File: config.mk
export PLATFORM = sky130hd
export DESIGN_NAME = itt_front
export DESIGN_NICKNAME = d
export VERILOG_FILES = /design/src/hdl/itt_pkg.sv /design/src/hdl/itt_front.sv
export SDC_FILE = /design/constraint.sdc
export NUM_CORES = 1
export LEC_CHECK = 0
export ABC_AREA = 1
export BUFFER_PORTS_ARGS = -buffer_cell sky130_fd_sc_hd__buf_2
export CORE_AREA = 3 3 144 146
export CTS_BUF_LIST = sky130_fd_sc_hd__clkbuf_8 sky130_fd_sc_hd__clkbuf_16
export DETAILED_ROUTE_END_ITERATION = 10
export DIE_AREA = 0 0 147 149
export PLACE_DENSITY = 0.78
export SYNTH_ARGS = -nofsm -noshare
export SYNTH_HDL_FRONTEND = slang
export SYNTH_SLANG_ARGS = --single-unit
export TNS_END_PERCENT = 10
File: constraint.sdc
create_clock -name aclk -period 8.65 [get_ports aclk]
set_clock_uncertainty 0.05 [all_clocks]
set_input_delay 1.73 -clock aclk [delete_from_list [all_inputs] [get_ports aclk]]
set_output_delay 1.73 -clock aclk [all_outputs]
set_load 0.01 [all_outputs]
File: src/hdl/itt_pkg.sv
// Package for the instance triangle transform block.
// Shared types, word indexes and fixed-point helpers; no dependencies.
package itt_pkg;

    localparam int FRAC_BITS_DEFAULT = 16;
    localparam int NUM_WORDS = 10;

    localparam logic [3:0] IDX_TX = 4'd0;
    localparam logic [3:0] IDX_QX = 4'd3;
    localparam logic [3:0] IDX_QW = 4'd6;
    localparam logic [3:0] IDX_SX = 4'd7;

    localparam logic REQ_WORD = 1'b0;
    localparam logic REQ_VTX  = 1'b1;

    // queue entry between the front and the back end
    typedef struct packed {
        logic        is_vtx;
        logic [3:0]  word_index;
        logic [31:0] word_value;
        logic [31:0] vtx_x;
        logic [31:0] vtx_y;
        logic [31:0] vtx_z;
        logic        walkable;
    } itt_req_t;

    typedef logic signed [31:0] s32_t;

    // clamp a wide signed sum or product to the signed 32-bit range
    function automatic s32_t sat32(input logic signed [67:0] x);
        if (x > 68'sh7FFF_FFFF) return 32'sh7FFF_FFFF;
        if (x < -68'sh8000_0000) return 32'sh8000_0000;
        return x[31:0];
    endfunction

endpackage

File: src/hdl/itt_front.sv
// Front end: two-entry request queue.
// Depends on itt_pkg.
module itt_front (
    input  logic              aclk,
    input  logic              aresetn,
    input  logic              in_valid,
    output logic              in_ready,
    input  itt_pkg::itt_req_t in_req,
    output logic              q_valid,
    input  logic              q_ready,
    output itt_pkg::itt_req_t q_req
);
    import itt_pkg::*;

    itt_req_t  mem_reg [2];
    logic      wr_ptr_reg, rd_ptr_reg;
    logic [1:0] cnt_reg;
    logic      push, pop;

    assign in_ready = (cnt_reg != 2'd2);
    assign q_valid  = (cnt_reg != 2'd0);
    assign q_req    = mem_reg[rd_ptr_reg];
    assign push     = in_valid && in_ready;
    assign pop      = q_valid && q_ready;

    always_ff @(posedge aclk) begin
        if (push) begin
            mem_reg[wr_ptr_reg] <= in_req;
        end
        if (!aresetn) begin
            wr_ptr_reg <= 1'b0;
            rd_ptr_reg <= 1'b0;
            cnt_reg    <= 2'd0;
        end else begin
            if (push) wr_ptr_reg <= ~wr_ptr_reg;
            if (pop)  rd_ptr_reg <= ~rd_ptr_reg;
            cnt_reg <= cnt_reg + {1'b0, push} - {1'b0, pop};
        end
    end

endmodule

Word level (Yosys, flattened, before mapping)
Memories as Yosys holds them, arrays and structs flattened. A register that Yosys moved wholly into a read port is not among the register bits. Cells that the tools add are included.

Flip-flop bits (word level): 4. Latch bits: 0. RAM bits: 268. Bits in read-only memories: 0. Input port bits: 138. Output and inout bits: 136. Word-level logic and storage cells: 16. Memories: 1.

Add/sub/neg operators: 2. $mul: 0. Div/mod/pow operators: 0. Magnitude comparators: 0. Eq/ne operators: 1. Shift operators: 0. Mux-type cells: 4. Bitwise gates (word level): 2. Reductions and logical operators: 3.

Memories: mem_reg (depth 2, width 134, rd ports 1, clocked after memory_dff 1, wr ports 1, line itt_front.sv:15) `itt_req_t mem_reg [2];`.

Operators with widths (number): $mux W1 (4); $add A2 B1 Y2 (1); $logic_and A1 B1 Y1 (2); $ne A2 B2 Y1 const B (1); $not A1 Y1 (2); $reduce_bool A2 Y1 (1); $sub A2 B1 Y2 (1).

Logic depth before layout (Yosys ltp)
Word-level depth: 4. Gate-level depth with buffers: 11. Mapped depth without buffers: 11.

Worst setup path after synthesis
No wires, ideal clock.

Path kind: in2reg. From: input in_valid. To: memory mem_reg[0][0] (netlist bit), enable pin. Setup time: 0.629 ns. Arrival time: 7.369 ns. Required time: 7.971 ns. Setup slack: 0.603 ns. Stages on the path: 2. Path buffers: 0. Cells stage by stage: nand2_1 nor2_1.

Cells in the longest elaborated chain, start to end: 3.

Ends and longest elaborated chain: from (decl) (line itt_front.sv:6) `input logic in_valid,`; $logic_and A1 B1 Y1 (line itt_front.sv:23) `assign push = in_valid && in_ready;`; $mux W1 (line itt_front.sv:27) `if (push) begin`; $mux W1 (not written as such) (line itt_front.sv:28) `mem_reg[wr_ptr_reg] <= in_req;`; to (decl) (line itt_front.sv:15).

No other way between the ends.

==> metrics.csv <==
stage,metric,value,unit
power_and_ir_drop,leakage,4.858,nW
synthesis,cell count after synthesis,453,
place,dpl hpwl,13.01,mm
final_layout,filler instances,1387,
cts,Post-CTS Setup Inserts,0,
place,number of cells in the design after placement,980,
power_and_ir_drop,Pwr Density,290.3,nW/um^2
sta,relative slew slack,0.2013,
route,Vias/cell,5.066,
worst_setup_path,worst-path cell chain,buf_4 > mux2_2 > buf_2,
final_layout,synthesis-to-layout area growth,23.96,%
floorplan,num ports,274,
route,1st-iter DRT viols,196,
sta,final setup margin,3689,ps
worst_setup_path,startpoint class of the critical path,flip-flop,
power_and_ir_drop,Switch Pwr,0.9486,mW
sta,final-report hold violation count,0,
floorplan,# rows,51,
outcome,outcome,"complete, no violations",
place,final RePlAce weighted congestion,0.7412,
worst_setup_path,crit path DAT,3180,ps
job,MaxCap Viol Count,0,
final_layout,final instance area,12580,sq um
worst_setup_path,CP required,6870,ps
place,PortBufs,273,
worst_setup_path,worst-path maximum fanout,79,
cts,TritonCTS clock tree,done,
sta,hold slack,483.3,ps
synthesis,"flops & latches, synth",273,
floorplan,die height,149,microns
final_layout,Post-Layout Cell Count,1026,
final_layout,post-route core utilization,0.6442,
global_routing,largest net degree at the start of global routing,80,
sta,Worst Max-Slew Pin Slew,1198,ps
synthesis,syn_nets,593,
sta,Final period util,0.5735,
sta,setup tns final,0,ps
global_routing,GRT Total Usage,0.1727,
route,Remaining DRCs,0,
worst_setup_path,CP max-delay cell,buf_4,
sta,unrepaired setup endpoints after global routing,false,
power_and_ir_drop,Clock Power Share,0.291,
synthesis,part of the Yosys area used for sequential elements,0.8030,
cts,Clk Tree Root Cell,clkbuf_16,
global_routing,Overflow after GRT,0,
floorplan,Die ar.,21900,sq um
final_layout,Layout Nets,884,
sta,fmax,0.2016,GHz
power_and_ir_drop,Seq pwr share,0.482,
sta,Period minus WS final,4961,ps
synthesis,Mapped Area,10150,sq um
worst_setup_path,critical path's largest stage delay,960,ps
global_routing,number of global-route vias before repair,5698,
cts,clk slew on worst S/H paths,60,ps
min_path,Worst Hold Class,flip-flop to flip-flop,
cts,Resize count post-CTS,0,
synthesis,post-synthesis cell type count,12,
cts,CTS Buffer Depth,3,
floorplan,Placeable Area,19530,sq um
cts,post-cts hold buffer count,0,
place,setup slack at placement,4169,ps
route,WL per Instance,18.82,microns
floorplan,Die Span X,147,microns
final_layout,share of layout cells above drive strength 1,0.5895,
worst_setup_path,Worst Setup End Kind,primary output,
final_layout,max reg flops,268,
power_and_ir_drop,switching share of power,0.2598,
route,final WL,19.31,mm
cts,CTS H-tree depth,1,
sta,final setup violating endpoints,0,
power_and_ir_drop,internal power,2.703,mW
route,first drt pass iteration count,6,
power_and_ir_drop,Overall Power,3.652,mW
sta,"Slew Viols, Final",0,
global_routing,initial antenna violation count,2,
global_routing,first-pass GRT wire length,29.89,mm
cts,Clock Sinks,273,
floorplan,starting density of the core,0.5197,
place,placed inst area,11770,sq um
route,Antenna Violating Nets Remaining,0,
cts,clk_lat worst skew,520,ps
worst_setup_path,critical path class,flip-flop to primary output,
route,via count,5198,
power_and_ir_drop,combinational share of power,0.227,
synthesis,Post-Synthesis Mean Instance Area,22.40,sq um
power_and_ir_drop,worst vdd ir,0.1906,mV
cts,Num CTS Buffers,27,
synthesis,Yosys warnings,0,
cell usage in the layout, fill, tap and decap left out, drive strengths merged:
| cell type | instances |
|---|---|
| a21oi | 2 |
| buf | 277 |
| bufinv | 2 |
| clkbuf | 27 |
| clkinv | 9 |
| dfxtp | 5 |
| diode | 1 |
| edfxtp | 268 |
| ha | 2 |
| inv | 14 |
| mux2 | 134 |
| nand2 | 9 |
| nand3 | 3 |
| nor2 | 8 |
Yosys cell counts:
master    number  share of area
mux2_2        74          0.082
nor2_1         8         0.0030
inv_1          7         0.0026
ha_1           2         0.0025
mux2_4        60          0.089
buf_2          7         0.0035
nand2_1        9         0.0033
buf_6          8         0.0089
nand3_1        3         0.0015
dfxtp_1        5         0.0099
edfxtp_1     268           0.79
a21oi_1        2        0.00099
power by group through the flow:
stage / Combinational, mW / Sequential, mW / Clock (mW)
final: 0.830 / 1.76 / 1.06
after CTS: 0.845 / 1.76 / 1.10
after global routing: 0.895 / 1.78 / 1.15
after floorplan: 0.575 / 1.77 / 0
after detailed placement: 0.840 / 1.79 / 0
after global placement: 0.814 / 1.78 / 0
final timing paths:
path / slack [ps] / to / cells past startpoint / from
setup / recovery: 3690 / q_req[2] / 3 / flip-flop
hold / removal: 480 / flip-flop / 2 / rd_ptr_reg
setup reg to reg: 6100 / mem_reg[1][110] / 5 / cnt_reg[0]
hold reg to reg: 480 / flip-flop / 2 / rd_ptr_reg
layer usage:
| layer | GRT usage | vias to the layer above | share of wire |
|---|---|---|---|
| li1 | - | 2366 | - |
| met1 | 0.2102 | 2549 | 0.38 |
| met2 | 0.2975 | 244 | 0.50 |
| met3 | 0.05318 | 37 | 0.092 |
| met4 | 0.05592 | 2 | 0.027 |
| met5 | 0 | - | 0.00047 |
worst max-delay path, delay by kind of cell (launching register included):
| kind | cells | cell delay, ps |
|---|---|---|
| buffers and inverters | 2 | 1100 |
| flip-flops | 1 | 950 |
| multiplexers | 1 | 430 |
final cells by class:
| type | instances | area [sq um] | share of cell area |
|---|---|---|---|
| repair buffers | 277 | 1396 | 0.1110 |
| clock buffers | 27 | 675.6 | 0.05372 |
| inverters | 7 | 31.28 | 0.002487 |
| diodes | 1 | 2.502 | 0.0001989 |
| flip-flops and latches | 273 | 8152 | 0.6481 |
| multi-input cells | 158 | 1856 | 0.1475 |
| clock inverters | 18 | 133.9 | 0.01064 |
| well taps | 265 | 331.6 | 0.02636 |
cells by family (layout without fill, tap and decap cells):
family                   count (synthesis)  count (layout)  share of synthesized area
AO/OA/AOI/OAI                            2               2                  0.0009865
adder cells (fa/ha/maj)                  2               2                   0.002466
buffers and inverters                   22             329                    0.01492
flip-flops                             273             273                     0.8030
multiplexers                           134             134                     0.1709
other                                    0               1                          0
AND/OR/NAND/NOR                         20              20                   0.007768
Power figures use the tool's default switching activity.
